## src/sv/gsv_pkg.sv

```systemverilog
// ----------------------------------------------------------------------------
// gsv_pkg: shared types and constants of the gaze smoother
// Item layouts, controller states, datapath commands and arithmetic widths.
// ----------------------------------------------------------------------------
package gsv_pkg;

  // coordinate and register widths
  localparam int XW         = 16;
  localparam int RATE_W     = 12;
  localparam int SPEED_W    = 27;
  localparam logic [SPEED_W-1:0] SPEED_MAX = 27'h7FF_FFFF;
  localparam logic [RATE_W-1:0]  RATE_RESET = 12'd60;

  // velocity arithmetic widths
  localparam int SQ_W       = 32;   // dx*dx, |dx| <= 65535
  localparam int D2_W       = 33;   // dx*dx + dy*dy
  localparam int D2_LO_W    = 17;   // low slice of d2 per partial product
  localparam int RATE2_W    = 24;   // rate*rate
  localparam int PROD_W     = 41;   // one partial product
  localparam int NUM_W      = 57;   // d2 * rate^2

  // shared long division: 4 quotient bits per cycle
  localparam int DIV_W      = 60;
  localparam int DIVISOR_W  = 8;
  localparam int DIV_BITS   = 4;
  localparam int DIV_STEPS  = DIV_W / DIV_BITS;

  // square root: 2 root bits per cycle
  localparam int ROOT_W     = DIV_W / 2;
  localparam int SQRT_REM_W = 32;
  localparam int SQRT_BITS  = 2;
  localparam int SQRT_STEPS = ROOT_W / SQRT_BITS;

  localparam int CNT_W      = 4;

  typedef struct packed {
    logic                 left_valid;
    logic signed [XW-1:0] left_x;
    logic signed [XW-1:0] left_y;
    logic                 right_valid;
    logic signed [XW-1:0] right_x;
    logic signed [XW-1:0] right_y;
  } in_item_t;

  typedef struct packed {
    logic signed [XW-1:0] smooth_x;
    logic signed [XW-1:0] smooth_y;
    logic [SPEED_W-1:0]   speed;
  } out_item_t;

  typedef enum logic [3:0] {
    ST_IDLE,
    ST_READ,
    ST_DRAIN,
    ST_SQ,
    ST_SUM,
    ST_LO,
    ST_HI,
    ST_ADD,
    ST_DIV,
    ST_SQRT,
    ST_DONE
  } ctrl_state_t;

  typedef enum logic [3:0] {
    OP_NONE,
    OP_UPD,
    OP_READ,
    OP_SQ,
    OP_SUM,
    OP_LO,
    OP_HI,
    OP_ADD,
    OP_DIV_LOAD,
    OP_DIV_STEP,
    OP_SQRT_LOAD,
    OP_SQRT_STEP,
    OP_OUT
  } dp_op_t;

  typedef struct packed {
    dp_op_t op;
  } cmd_t;

  typedef struct packed {
    logic empty;
    logic rd_last;
  } status_t;

  typedef struct packed {
    logic [DIVISOR_W-1:0] rem;
    logic [DIV_W-1:0]     sh;
  } div_st_t;

  typedef struct packed {
    logic [SQRT_REM_W-1:0] rem;
    logic [ROOT_W-1:0]     root;
    logic [DIV_W-1:0]      src;
  } sqrt_st_t;

endpackage

```

## src/sv/gsv_ctrl.sv

```systemverilog
// ----------------------------------------------------------------------------
// gsv_ctrl: sequencer of the gaze smoother
// Walks one item through store update, read-out, multiply, divide and root.
// ----------------------------------------------------------------------------
module gsv_ctrl (
  input  logic             clk,
  input  logic             rst_n,
  input  logic             in_valid,
  output logic             in_ready,
  output logic             out_valid,
  input  logic             out_ready,
  input  gsv_pkg::status_t status,
  output gsv_pkg::cmd_t    cmd
);
  import gsv_pkg::*;

  ctrl_state_t      state_r, state_nxt;
  logic [CNT_W-1:0] cnt_r, cnt_nxt;
  logic             out_valid_r, out_valid_nxt;

  // state, phase counter and result valid
  always_ff @(posedge clk) begin
    if (!rst_n) begin
      state_r     <= ST_IDLE;
      cnt_r       <= '0;
      out_valid_r <= 1'b0;
    end else begin
      state_r     <= state_nxt;
      cnt_r       <= cnt_nxt;
      out_valid_r <= out_valid_nxt;
    end
  end

  // next state and datapath commands
  always_comb begin
    state_nxt     = state_r;
    cnt_nxt       = cnt_r;
    out_valid_nxt = out_valid_r;
    cmd.op        = OP_NONE;
    in_ready      = 1'b0;
    if (out_valid_r && out_ready) begin
      out_valid_nxt = 1'b0;
    end
    case (state_r)
      ST_IDLE: begin
        in_ready = 1'b1;
        if (in_valid) begin
          cmd.op    = OP_UPD;
          state_nxt = ST_READ;
        end
      end
      ST_READ: begin
        if (status.empty) begin
          state_nxt = ST_DONE;
        end else begin
          cmd.op = OP_READ;
          if (status.rd_last) begin
            state_nxt = ST_DRAIN;
          end
        end
      end
      ST_DRAIN: begin
        state_nxt = ST_SQ;
      end
      ST_SQ: begin
        cmd.op    = OP_SQ;
        state_nxt = ST_SUM;
      end
      ST_SUM: begin
        cmd.op    = OP_SUM;
        state_nxt = ST_LO;
      end
      ST_LO: begin
        cmd.op    = OP_LO;
        state_nxt = ST_HI;
      end
      ST_HI: begin
        cmd.op    = OP_HI;
        state_nxt = ST_ADD;
      end
      ST_ADD: begin
        cmd.op    = OP_ADD;
        cnt_nxt   = '0;
        state_nxt = ST_DIV;
      end
      ST_DIV: begin
        cmd.op = (cnt_r == '0) ? OP_DIV_LOAD : OP_DIV_STEP;
        if (cnt_r == CNT_W'(DIV_STEPS)) begin
          cnt_nxt   = '0;
          state_nxt = ST_SQRT;
        end else begin
          cnt_nxt = cnt_r + 1'b1;
        end
      end
      ST_SQRT: begin
        cmd.op = (cnt_r == '0) ? OP_SQRT_LOAD : OP_SQRT_STEP;
        if (cnt_r == CNT_W'(SQRT_STEPS)) begin
          cnt_nxt   = '0;
          state_nxt = ST_DONE;
        end else begin
          cnt_nxt = cnt_r + 1'b1;
        end
      end
      ST_DONE: begin
        // hold the result until the output register frees up
        if (!out_valid_r || out_ready) begin
          cmd.op        = OP_OUT;
          out_valid_nxt = 1'b1;
          state_nxt     = ST_IDLE;
        end
      end
      default: begin
        state_nxt = ST_IDLE;
      end
    endcase
  end

  assign out_valid = out_valid_r;

  a_accept_starts_read: assert property (@(posedge clk) disable iff (!rst_n)
    (in_valid && in_ready) |=> (state_r == ST_READ))
    else $error("accepted item did not start the read-out");

  a_no_result_overwrite: assert property (@(posedge clk) disable iff (!rst_n)
    !(cmd.op == OP_OUT && out_valid_r && !out_ready))
    else $error("pending result overwritten");

  a_root_then_done: assert property (@(posedge clk) disable iff (!rst_n)
    (state_r == ST_SQRT && cnt_r == CNT_W'(SQRT_STEPS)) |=> (state_r == ST_DONE))
    else $error("square root did not finish into done");

endmodule

```

## config.mk

```make
export PLATFORM = sky130hd
export DESIGN_NAME = gsv_ctrl
export DESIGN_NICKNAME = d
export VERILOG_FILES = /design/src/sv/gsv_pkg.sv /design/src/sv/gsv_ctrl.sv
export SDC_FILE = /design/constraint.sdc
export NUM_CORES = 1
export LEC_CHECK = 0
export BUFFER_PORTS_ARGS = -buffer_cell sky130_fd_sc_hd__buf_2
export CAP_MARGIN = 20
export CORE_AREA = 3 3 40 42
export CTS_BUF_LIST = sky130_fd_sc_hd__clkbuf_8 sky130_fd_sc_hd__clkbuf_16
export DETAILED_ROUTE_END_ITERATION = 10
export DIE_AREA = 0 0 43 45
export GPL_TIMING_DRIVEN = 0
export PLACE_DENSITY = 0.75
export SYNTH_ARGS = -nofsm -noshare
export SYNTH_HDL_FRONTEND = slang
export SYNTH_SLANG_ARGS = --single-unit
```

## constraint.sdc

```tcl
create_clock -name clk -period 2.2 [get_ports clk]
set_clock_uncertainty 0.15 [all_clocks]
set_input_delay 0.33 -clock clk [delete_from_list [all_inputs] [get_ports clk]]
set_output_delay 0.33 -clock clk [all_outputs]
set_load 0.03 [all_outputs]
```

==> impl_metrics.tcl <==
set metrics [dict create \
    status "complete, no violations" \
    viasPerCell 5.37 \
    core-area_um2 1280 \
    ctsResizeCount 0 \
    syn-instance-count 80 \
    netlist.area_leader.share 0.267 \
    synth_most_common_cell "nand2_1" \
    cp.buffers_inverters 2 \
    synthToLayoutAreaGrowth_pct 17.6 \
    grt_pass1_wl_mm 2.25 \
    pwr-share-seq 0.216 \
    final.period_utilization 0.858 \
    crit_family "simple AND/OR/NAND/NOR gates" \
    cp.arrival_ns 1.41 \
    critical_path_class "register to output pin" \
    relSlewSlack 0.743 \
    synth-edff-count 0 \
    synthArstFlopShare 0 \
    grt_usage 0.154 \
    crit_path_max_fanout 10 \
    drv_cap 0 \
    worst_slack_ns 0.312 \
    syn_area_um2 676 \
    drtIter0Drc 5 \
    gp_congestion 0.834 \
    start_util 0.526 \
    hold_path_class "primary input to register" \
    nets 104 \
    synth.area.top_cells "dfxtp_1 27%, nand2_1 5.6%, buf_6 5.0%, nand3_1 4.4%, a21boi_1 4.4%" \
    max_freq_ghz 0.530 \
    cts_tree "built" \
    slew_violations 0 \
    syn_nets 88 \
    synth_top_area_cell "dfxtp_1" \
    ios 12 \
    period_minus_slack_ns 1.89 \
    power_frac_comb 0.602 \
    drc 0 \
    finalSetupTns_ns 0 \
    place_hpwl_um 951 \
    hold_violations 0 \
    cpMaxStageDelayCell "nor4bb_4" \
    ys_warn_count 0 \
    path_cells "buf_6 > nor4bb_4 > nand2b_1 > o21ai_1 > buf_2" \
    ys_seq_elements 9 \
    grt_pass1_vias 527 \
    numCtsBuffers 3 \
    ys_types 36 \
    max_stage_delay_ns 0.34 \
    vdd_drop_max_v 0.000658 \
    p_int_mw 0.598 \
    antenna_found_initial 0 \
    clkSinkCount 9 \
    end_kind "output pin" \
    grt_max_degree 11 \
    path_clk_slew_ns 0.05 \
    startpoint_type "register" \
    n_antenna_cell 0 \
    dieArea_um2 1940 \
    rsz0062_at_grt "no" \
    tightest_slew_ns 0.384 \
    syn_area_per_cell_um2 8.45 \
    clock_path_buffers 2 \
    insertion_delay_ns 0.24 \
    fillers 110 \
    seq_area_um2 180 \
    multi_input_area_um2 429 \
    required_ns 1.72 \
    grt-ovfl-total 0 \
    htree_levels 1 \
    p_leak_nw 0.341 \
    power.density_nw_per_um2 1340 \
    synth.top_cells.by_count "10 x nand2_1, 9 x dfxtp_1, 6 x nand3_1" \
    drtPass1Iterations 4 \
    drive_above_1_share 0.316 \
    wl_mm 1.33 \
    reg2reg_slack_ns 0.63 \
    power_switching_mw 0.467 \
    ant_nets 0 \
    die_y_um 45 \
    dieWidth_um 43 \
    num_rows 13 \
    post_cts.repair.setup_buffers 0 \
    final-setup-viol-count 0 \
    port_buffers 11 \
    swShare 0.439 \
    place_ws_ns 0.556 \
    ys_seq_area_frac 0.267 \
    root_buffer "clkbuf_8" \
    timing.hold.ws_ns 0.263 \
    num_vias 591 \
    ctsHoldBuffers 0 \
    yosys_most_used_dff "dfxtp_1" \
    p_clk_frac 0.181 \
    drt-wirelength-per-cell_um 12.0 \
]
layer usage:
layer  track usage  part of all wire  vias up
li1              -                 -      309
met5             0                 0        -
met1         0.199              0.46      262
met3        0.0598             0.060        3
met2         0.237              0.46       17
met4        0.0542             0.016        0
metrics by stage:
| stage | cell area, um^2 | instances | total power [mW] | utilization |
|---|---|---|---|---|
| global placement | 749 | 106 | 0.870 | 0.583 |
| finish | 795 | 110 | 1.07 | 0.618 |
| global route | 795 | 110 | 1.14 | 0.618 |
| detailed placement | 749 | 106 | 0.876 | 0.583 |
| floorplan | 676 | 80 | 0.760 | - |
| CTS | 795 | 110 | 1.08 | 0.618 |
cell type report:
cell class	count	share of cell area
clock buffer	3	0.0520
inverter	4	0.0189
clock inverter	1	0.00472
sequential	9	0.227
multi-input combinational	61	0.540
buffer	6	0.0646
timing repair buffer	11	0.0693
tap	15	0.0236
placed cells by master, fill, tap and decap left out:
master	n
a22oi_2	1
inv_1	4
nand2_1	10
nand4b_4	1
buf_2	13
nor4bb_4	1
nor3_1	1
nor3b_2	1
or2_1	1
or3b_4	1
nand2_2	1
o22ai_2	1
inv_2	1
buf_4	1
xnor2_1	1
nand2b_1	2
nand4b_1	2
ha_1	2
mux2i_1	1
o21a_1	1
and3_1	1
a31oi_1	1
clkbuf_8	3
o221a_2	1
nand3b_1	2
nand3_1	6
a21oi_1	3
a21boi_1	4
nor2b_1	2
dfxtp_1	9
and2_4	1
buf_6	3
o31ai_1	1
o21ai_1	4
a22oi_1	1
nor2_1	4
o21ai_0	2
final timing paths:
check                                        startpoint                      end  cells after the start
worst min register to register    cnt_r[3]$_SDFFE_PN0P_    cnt_r[3]$_SDFFE_PN0P_                      1
worst max register to register    cnt_r[1]$_SDFFE_PN0P_  state_r[1]$_SDFFE_PN0P_                      5
worst min-delay path                              rst_n  state_r[1]$_SDFFE_PN0P_                      3
worst max-delay path            state_r[2]$_SDFFE_PN0P_                   cmd[2]                      5
state kept, by name, summed over array words and instances, names as in the netlist:
register and cells:
cnt_r 4, out_valid 1, state_r 4
cells by family (layout without fill, tap and decap cells):
| logic type | count (synthesis) | count (layout) | share of synthesized area |
|---|---|---|---|
| buf+inv | 10 | 25 | 0.0981 |
| compound gates | 20 | 20 | 0.207 |
| flops | 9 | 9 | 0.267 |
| simple gates | 37 | 37 | 0.363 |
| fa+ha+maj | 2 | 2 | 0.0370 |
| xor+xnor | 1 | 1 | 0.0130 |
| mux | 1 | 1 | 0.0148 |
power by group through the flow:
stage	registers, mW	logic [mW]	clock network (mW)
floorplan	0.227	0.533	0
global placement	0.231	0.638	0
detailed placement	0.233	0.643	0
CTS	0.230	0.646	0.200
global route	0.235	0.700	0.208
finish	0.230	0.641	0.193
worst register-to-register path, cell delays in order (launching register included):
cell,delay (ns)
dfxtp_1,0.37
ha_1,0.21
nand3_1,0.16
a22oi_2,0.27
a21boi_1,0.23
o22ai_2,0.07
Note: power is estimated with default switching activity, not from simulation.
